## config.mk

```make
export PLATFORM = sky130hd
export DESIGN_NAME = four_level_page_table_walker
export DESIGN_NICKNAME = d
export VERILOG_FILES = /design/src/design/fltw_pkg.sv /design/src/design/four_level_page_table_walker.sv
export VERILOG_INCLUDE_DIRS = /design/src /design/src/design
export SDC_FILE = /design/constraint.sdc
export NUM_CORES = 1
export LEC_CHECK = 0
export BUFFER_PORTS_ARGS = -buffer_cell sky130_fd_sc_hd__buf_2
export CAP_MARGIN = 25
export CELL_PAD_IN_SITES_DETAIL_PLACEMENT = 1
export CELL_PAD_IN_SITES_GLOBAL_PLACEMENT = 2
export CORE_MARGIN = 10
export CORE_UTILIZATION = 38
export DETAILED_ROUTE_END_ITERATION = 6
export PLACE_DENSITY_LB_ADDON = 0.1
export SETUP_SLACK_MARGIN = 0.02
export SYNTH_ARGS = -nofsm -noshare
export SYNTH_HDL_FRONTEND = slang
export SYNTH_SLANG_ARGS = --single-unit
```

## constraint.sdc

```tcl
create_clock -name clk -period 9.5 [get_ports clk]
set_input_delay 0.95 -clock clk [delete_from_list [all_inputs] [get_ports clk]]
set_output_delay 0.95 -clock clk [all_outputs]
set_load 0.01 [all_outputs]
```

## src/design/four_level_page_table_walker_assert.svh

```systemverilog
// assertion macros for the page table walker
`ifndef FOUR_LEVEL_PAGE_TABLE_WALKER_ASSERT_SVH
`define FOUR_LEVEL_PAGE_TABLE_WALKER_ASSERT_SVH

// clocked check, skipped while reset is asserted
`define FLTW_ASSERT(lbl, prop, msg) \
	lbl: assert property (@(posedge clk) disable iff (!arst_n) prop) else $error(msg);

// clocked check, also evaluated during reset
`define FLTW_ASSERT_ALWAYS(lbl, prop, msg) \
	lbl: assert property (@(posedge clk) prop) else $error(msg);

`endif

```

## src/design/fltw_pkg.sv

```systemverilog
`timescale 1ns / 1ps

package fltw_pkg;

	localparam int AddrWidth  = 64;
	localparam int VaHeld     = 48;
	localparam int IndexWidth = 9;
	localparam int PaddrWidth = 4;

	localparam logic CMD_TRANSLATE = 1'b0;
	localparam logic CMD_ENTRY     = 1'b1;

	localparam logic KIND_READ = 1'b0;
	localparam logic KIND_DONE = 1'b1;

	localparam logic [1:0] LEVEL_PML4 = 2'd3;
	localparam logic [1:0] LEVEL_PDPT = 2'd2;
	localparam logic [1:0] LEVEL_PD   = 2'd1;
	localparam logic [1:0] LEVEL_PT   = 2'd0;

	localparam logic REG_TABLE_ROOT    = 1'b0;
	localparam logic REG_IDENTITY_MODE = 1'b1;

	localparam int LargeBit = 7;

	typedef struct packed {
		logic                 kind;
		logic [AddrWidth-1:0] address;
		logic [1:0]           walk_level;
	} fltw_result_t;

	function automatic logic [IndexWidth-1:0] table_index(
		input logic [VaHeld-1:0] va,
		input logic [1:0]        level
	);
		logic [IndexWidth-1:0] idx;
		unique case (level)
			LEVEL_PML4: idx = va[47:39];
			LEVEL_PDPT: idx = va[38:30];
			LEVEL_PD:   idx = va[29:21];
			default:    idx = va[20:12];
		endcase
		return idx;
	endfunction

	function automatic logic [AddrWidth-1:0] entry_address(
		input logic [AddrWidth-1:0]  base,
		input logic [IndexWidth-1:0] idx
	);
		return {12'b0, base[51:12], idx, 3'b000};
	endfunction

endpackage

```

## src/design/four_level_page_table_walker.sv

```systemverilog
`timescale 1ns / 1ps

// Four-level page table walker. Each transaction on the request channel is a
// translate request or a page table entry returned from memory; each yields
// at most one transaction on the response channel: a read request for the
// next entry (kind 0) or the finished physical address (kind 1). The block
// takes one transaction per cycle sustained while rsp_ready does not stall it;
// a request passes the input register, then the result register, before its
// response becomes valid, and the result register lets a new request in while
// a response waits.
// A translate request during a walk and an entry while idle give no response.
// Configuration: table_root at byte address 0, identity_mode at byte address
// 8, both 64-bit APB registers; write them only while the block is idle.
`include "four_level_page_table_walker_assert.svh"

module four_level_page_table_walker import fltw_pkg::*; (
	input  logic                  clk,
	input  logic                  arst_n,
	input  logic                  psel,
	input  logic                  penable,
	input  logic                  pwrite,
	input  logic [PaddrWidth-1:0] paddr,
	input  logic [AddrWidth-1:0]  pwdata,
	output logic [AddrWidth-1:0]  prdata,
	output logic                  pready,
	input  logic                  req_valid,
	output logic                  req_ready,
	input  logic                  cmd,
	input  logic [AddrWidth-1:0]  vaddr,
	input  logic [AddrWidth-1:0]  table_entry,
	output logic                  rsp_valid,
	input  logic                  rsp_ready,
	output logic                  kind,
	output logic [AddrWidth-1:0]  address,
	output logic [1:0]            walk_level
);

	logic [AddrWidth-1:0] table_root_q;
	logic                 identity_mode_q;

	logic                 valid_s1;
	logic                 cmd_s1;
	logic [AddrWidth-1:0] va_s1;
	logic [AddrWidth-1:0] entry_s1;

	logic              busy_q;
	logic [1:0]        level_q;
	logic [VaHeld-1:0] held_va_q;

	logic              busy_d;
	logic [1:0]        level_d;
	logic [VaHeld-1:0] held_va_d;

	logic         res_valid;
	fltw_result_t res;

	logic         out_valid_q;
	fltw_result_t out_q;

	logic out_free;
	logic advance;
	logic req_fire;
	logic cfg_write;
	logic reg_sel;

	assign pready    = 1'b1;
	assign cfg_write = psel && penable && pwrite && pready;
	assign reg_sel   = paddr[PaddrWidth-1];

	always_comb begin
		unique case (reg_sel)
			REG_TABLE_ROOT:    prdata = table_root_q;
			default:           prdata = {{(AddrWidth-1){1'b0}}, identity_mode_q};
		endcase
	end

	always_ff @(posedge clk or negedge arst_n) begin
		if (!arst_n) begin
			table_root_q    <= '0;
			identity_mode_q <= 1'b1;
		end else if (cfg_write) begin
			unique case (reg_sel)
				REG_TABLE_ROOT:    table_root_q    <= pwdata;
				default:           identity_mode_q <= pwdata[0];
			endcase
		end
	end

	assign out_free  = !out_valid_q || rsp_ready;
	assign advance   = valid_s1 && out_free;
	assign req_ready = !valid_s1 || advance;
	assign req_fire  = req_valid && req_ready;

	always_ff @(posedge clk or negedge arst_n) begin
		if (!arst_n) begin
			valid_s1 <= 1'b0;
		end else if (req_fire) begin
			valid_s1 <= 1'b1;
		end else if (advance) begin
			valid_s1 <= 1'b0;
		end
	end

	always_ff @(posedge clk) begin
		if (req_fire) begin
			cmd_s1   <= cmd;
			va_s1    <= vaddr;
			entry_s1 <= table_entry;
		end
	end

	always_comb begin
		busy_d    = busy_q;
		level_d   = level_q;
		held_va_d = held_va_q;
		res_valid = 1'b0;
		res       = '{kind: KIND_READ, address: '0, walk_level: LEVEL_PT};
		if (cmd_s1 == CMD_TRANSLATE) begin
			if (!busy_q) begin
				res_valid = 1'b1;
				if (identity_mode_q) begin
					res = '{kind: KIND_DONE, address: va_s1, walk_level: LEVEL_PT};
				end else begin
					held_va_d = va_s1[VaHeld-1:0];
					level_d   = LEVEL_PML4;
					busy_d    = 1'b1;
					res = '{kind: KIND_READ,
						address: entry_address(table_root_q,
							table_index(va_s1[VaHeld-1:0], LEVEL_PML4)),
						walk_level: LEVEL_PML4};
				end
			end
		end else if (busy_q) begin
			res_valid = 1'b1;
			priority if (level_q == LEVEL_PT) begin
				busy_d = 1'b0;
				res = '{kind: KIND_DONE,
					address: {12'b0, entry_s1[51:12], held_va_q[11:0]},
					walk_level: LEVEL_PT};
			end else if (level_q == LEVEL_PDPT && entry_s1[LargeBit]) begin
				busy_d  = 1'b0;
				level_d = LEVEL_PT;
				res = '{kind: KIND_DONE,
					address: {12'b0, entry_s1[51:30], held_va_q[29:0]},
					walk_level: LEVEL_PDPT};
			end else if (level_q == LEVEL_PD && entry_s1[LargeBit]) begin
				busy_d  = 1'b0;
				level_d = LEVEL_PT;
				res = '{kind: KIND_DONE,
					address: {12'b0, entry_s1[51:21], held_va_q[20:0]},
					walk_level: LEVEL_PD};
			end else begin
				level_d = level_q - 2'd1;
				res = '{kind: KIND_READ,
					address: entry_address(entry_s1, table_index(held_va_q, level_d)),
					walk_level: level_d};
			end
		end
	end

	always_ff @(posedge clk or negedge arst_n) begin
		if (!arst_n) begin
			busy_q    <= 1'b0;
			level_q   <= LEVEL_PT;
			held_va_q <= '0;
		end else if (advance) begin
			busy_q    <= busy_d;
			level_q   <= level_d;
			held_va_q <= held_va_d;
		end
	end

	always_ff @(posedge clk or negedge arst_n) begin
		if (!arst_n) begin
			out_valid_q <= 1'b0;
		end else if (advance && res_valid) begin
			out_valid_q <= 1'b1;
		end else if (rsp_ready) begin
			out_valid_q <= 1'b0;
		end
	end

	always_ff @(posedge clk) begin
		if (advance && res_valid) begin
			out_q <= res;
		end
	end

	assign rsp_valid  = out_valid_q;
	assign kind       = out_q.kind;
	assign address    = out_q.address;
	assign walk_level = out_q.walk_level;

	`FLTW_ASSERT(a_done_level,
		out_valid_q && out_q.kind == KIND_DONE |-> out_q.walk_level != LEVEL_PML4,
		"finished translation reported at top level")
	`FLTW_ASSERT(a_read_keeps_busy,
		advance && res_valid && res.kind == KIND_READ |=> busy_q,
		"read request issued without an active walk")
	`FLTW_ASSERT(a_top_descends,
		advance && cmd_s1 == CMD_ENTRY && busy_q && level_q == LEVEL_PML4 |=>
			out_valid_q && out_q.kind == KIND_READ && out_q.walk_level == LEVEL_PDPT,
		"top level entry did not descend")
	`FLTW_ASSERT(a_identity_passthru,
		advance && cmd_s1 == CMD_TRANSLATE && !busy_q && identity_mode_q |=>
			out_q.address == $past(va_s1) && out_q.kind == KIND_DONE,
		"identity translation changed the address")

endmodule
```

* Yosys cells after proc, flatten, opt, wreduce, memory -nomap -nowiden
Index checks and enable logic that the tools add are counted.
** Word-level totals
- Logic and storage cells :: 75
- Register bits :: 302
- Output and inout port bits :: 134
- Input port bits :: 204
** Operators by class
- $add $sub $neg :: 1
- Muxes and demuxes :: 30
- Equal/unequal tests :: 9
- Bitwise logic cells :: 4
- Reduce and logical (&&, ||, !) cells :: 18
** Operators by type and width (count)
- two-way mux 67 bit :: 7
- two-way mux 64 bit :: 1
- case mux 9 bit (3 select lines) :: 1
- two-way mux 1 bit :: 14
- two-way mux 2 bit :: 7
- logical AND 1 bit :: 7
- equality test 2 bit, second input constant :: 3
- AND reduction 5 bit :: 1
- equality test 2 x 1 -> 1 bit, second input constant :: 2
- != test 2 x 1 -> 1 bit, second input constant :: 2
- != test 2 bit, second input constant :: 2
- NOT 1 bit :: 4
- AND reduction 2 bit :: 2
- AND reduction 4 bit :: 1
- nonzero test 2 bit :: 2
- logical NOT 1 bit :: 2
- logical NOT 2 bit :: 1
- logical OR 1 bit :: 2
- subtractor 2 x 1 -> 2 bit, second input constant :: 1

* Depth between registers and ports, before layout
- Depth in word-level cells :: 8
- Mapped depth :: 7
- Depth with buffers taken out :: 6

* Worst setup path before layout
Ideal clock, no wire load.
- Kind :: input port to flip-flop
- Start :: in rsp_ready
- End :: reg out_q, in the netlist address[0] (enable)
- Path buffers :: 0
- Stages on the path :: 3
- Setup time :: 492 ps
- Path slack :: 5064 ps
- Arrival :: 3943 ps
- Data required time :: 9008 ps
- Path through :: nand2b_1 nand2_1 nor2_1
** On the way
- Cells in the longest elaborated chain, start to end :: 3
** RTL lines
- start: declaration :: RTL line four_level_page_table_walker.sv:32 : input logic rsp_ready,
- logical OR 1 bit :: RTL line four_level_page_table_walker.sv:89 : assign out_free = !out_valid_q || rsp_ready;
- logical AND 1 bit :: RTL line four_level_page_table_walker.sv:90 : assign advance = valid_s1 && out_free;
- logical AND 1 bit :: RTL line four_level_page_table_walker.sv:184 : if (advance && res_valid) begin
- end signal: assignment :: RTL line four_level_page_table_walker.sv:185 : out_q <= res;
- end: declaration :: RTL line four_level_page_table_walker.sv:58 : fltw_result_t out_q;
No other way between the ends.
A chain may end at the register's enable or synchronous reset.

* Worst setup path in the final report
- Start :: in paddr[3]
- End :: out prdata[0]
** On the way
- Cells in the longest elaborated chain, start to end :: 1
** RTL lines
- start: declaration :: RTL line four_level_page_table_walker.sv:22 : input logic [PaddrWidth-1:0] paddr,
- two-way mux 64 bit :: RTL line four_level_page_table_walker.sv:71 : unique case (reg_sel)
- end: declaration :: RTL line four_level_page_table_walker.sv:24 : output logic [AddrWidth-1:0] prdata,
No other way between the ends.

==> results.cfg <==
[placement]
place_ws_ns = 6.27
gp_congestion = 0.731
dp_hpwl_um = 24600
dp.cells = 1428
placed_area_um2 = 13900
numPortBuffers = 310

[logic_synthesis]
yosysSeqAreaShare = 0.684
syn_inst = 755
ys_ff_latch = 291
yosysWarnings = 0
synth_cell_types = 34
synth.largest_area_cell = edfxtp_1
syn_avg_cell_area_um2 = 15.8
synth.top_cell.area_share = 0.436
syn-cell-area_um2 = 11900
synth.area.top_cells = edfxtp_1, dfrtp_1, mux2_2
syn_nets = 967

[floorplanning]
core_area_um2 = 30700
die_area_um2 = 38800
fp.dieH_um = 197
rows = 64
initial_core_util = 0.387
die_w_um = 197
io_pins = 338

[clock_network]
cts_setup_buffers = 0
hold_buffers = 0
htree_levels = 2
cts_buffer_depth = 3
cts.sinks = 291
clk_latency_ns = 0.51
cts_tree = done
cts_buffers = 35
cts_resized = 0
clkTransAtPathRegs_ns = 0.06
cts_root_buffer = clkbuf_16

[detailed_routing]
totalWireLength_um = 35600
wl_per_cell_um = 23.8
drc_errors = 0
drt_iter0_markers = 315
final_antenna_net_count = 0
dr.pass1.iters = 6
vias_per_cell = 4.98
vias = 7454

[layout]
final_cell_area_um2 = 15100
area_growth_pct = 26.4
final_nets = 1282
post-route-util = 0.490
drive_gt1_frac = 0.455
fillCellCount = 3147
instances_no_fill = 1496

[sta]
setup_ws_ns = 6.32
relSlewSlack = 0.411
maxSlewViolCount = 0
hold_viol = 0
post-route-min-period_ns = 3.18
period_share = 0.335
fin_skew_ns = 0.00867
fmax_mhz = 314
whs_ns = 0.467
rsz0062_at_grt = no
tightest_slew_ns = 0.879
finalSetupTns_ns = 0
setup_viol = 0

[grt]
globalRouteOverflowTotal = 0
grt_pass1_vias = 8293
antenna_found_initial = 12
gr-usage-all-layers = 0.179
grt_max_degree = 67
grt_pass1_wl_um = 53000

[job]
drv_cap = 0

[setup_path]
criticalPathCategory = input pin to output pin
start_kind = input pin
ff2ff_path_depth = 5
endpoint_kind = output pin
crit_fanout = 66
worst_ep_required_time_ns = 8.55
arrival_ns = 2.23

[power_and_ir_drop]
netSwitchingFraction = 0.297
p_int_mw = 3.03
ir_drop_mv = 0.145
clockPowerShare = 0.311
pwr-share-comb = 0.245
power.switching_mw = 1.28
leakage_nw = 6.60
power_density_nw_per_um2 = 286
p_total_mw = 4.31
seq_power_share = 0.444

[worst_hold_path]
hp-class = input pin to asynchronous set/reset pin

[outcome]
status = finished, final reports clean
[flip-flops by register name, indices dropped and copies added, names as in the netlist]
| signal | flops |
|---|---|
| entry_s1 | 41 |
| valid_s1 | 1 |
| va_s1 | 64 |
| held_va_q | 48 |
| kind | 1 |
| busy_q | 1 |
| level_q | 2 |
| cmd_s1 | 1 |
| address | 64 |
| table_root_q | 64 |
| rsp_valid | 1 |
| walk_level | 2 |
| identity_mode_q | 1 |
[worst paths after layout]
kind	start	endpoint	slack [ns]
min in group clk	table_root_q[3]	table_root_q[3]	0.50
worst max-delay path	paddr[3]	prdata[0]	6.32
worst min register to register	table_root_q[3]	table_root_q[3]	0.50
max in group asynchronous	arst_n	table_root_q[17]	7.75
worst min-delay path	arst_n	table_root_q[36]	0.47
worst max register to register	identity_mode_q	level_q[0]	6.92
[final cells by class]
cell class / count / area (um2) / area share
inverter: 15 / 56.3 / 0.00374
sequential: 291 / 8150 / 0.541
clock buffer: 47 / 1000 / 0.0666
timing repair buffer: 323 / 1690 / 0.112
tap: 396 / 495 / 0.0329
clock inverter: 16 / 155 / 0.0103
antenna: 4 / 10.0 / 0.000665
multi-input combinational: 404 / 3500 / 0.232
[layout by cell type, fill, tap and decap left out, types with 3 or more instances in the layout]
| cell type | synthesis | final |
|---|---|---|
| clkbuf_8 | 0 | 4 |
| clkinv_2 | 0 | 7 |
| edfxtp_1 | 173 | 173 |
| nor2_1 | 16 | 14 |
| bufinv_16 | 0 | 3 |
| a32o_1 | 3 | 3 |
| buf_2 | 21 | 309 |
| o22ai_1 | 19 | 19 |
| mux2_2 | 95 | 95 |
| clkbuf_16 | 0 | 37 |
| nand2_1 | 29 | 27 |
| dfrtp_1 | 117 | 117 |
| mux2i_1 | 77 | 77 |
| and3_1 | 12 | 12 |
| nor2b_1 | 65 | 65 |
| clkbuf_1 | 16 | 6 |
| mux2_4 | 20 | 20 |
| inv_1 | 15 | 15 |
| ha_1 | 8 | 8 |
| o21ai_0 | 26 | 26 |
| a221o_1 | 9 | 9 |
| clkinv_1 | 0 | 5 |
| diode_2 | 0 | 4 |
| buf_4 | 3 | 11 |
| a222oi_1 | 9 | 9 |
[critical path: stages]
cell	delay, ns
buf_2	0.07
buf_4	0.62
mux2_2	0.44
buf_2	0.15
[routing by layer]
metal,track usage,part of all wire,up-vias
met5,0,0.0035,-
li1,-,-,3433
met2,0.302,0.50,209
met1,0.217,0.41,3738
met4,0.0422,0.014,16
met3,0.0624,0.073,58
[cell families after synthesis]
kind of cell    count (synthesis)  share of synthesized area
simple gates                  130                     0.0600
fa+ha+maj                       8                    0.00840
mux                           192                      0.180
buf+inv                        60                     0.0242
compound gates                 73                     0.0434
other cells                     1                   0.000315
flops                         291                      0.684
[synthesized netlist by cell type, drive strengths merged]
cell type / n
inv: 15
o21ai: 26
nor2: 16
and3: 12
nand2b: 2
and4: 1
a21boi: 1
and2: 1
a221o: 9
nand3b: 1
a21oi: 2
conb: 1
mux2i: 77
dfrtp: 117
clkbuf: 18
a222oi: 9
nor3: 2
nor2b: 65
mux2: 115
nand4b: 1
buf: 27
dfstp: 1
a32o: 3
o22ai: 19
edfxtp: 173
nand2: 29
ha: 8
o21a: 1
a2111oi: 1
o32ai: 2
[power groups by stage]
stage | combinational, mW | clock [mW] | sequential [mW]
2_1_floorplan | 0.640 | 0 | 1.91
3_5_place_dp | 1.07 | 0 | 1.94
4_1_cts | 1.08 | 1.38 | 1.92
5_1_grt | 1.16 | 1.42 | 1.95
6_report | 1.06 | 1.34 | 1.91
3_3_place_gp | 1.05 | 0 | 1.93
No activity file was read; power rests on OpenSTA's default activity.
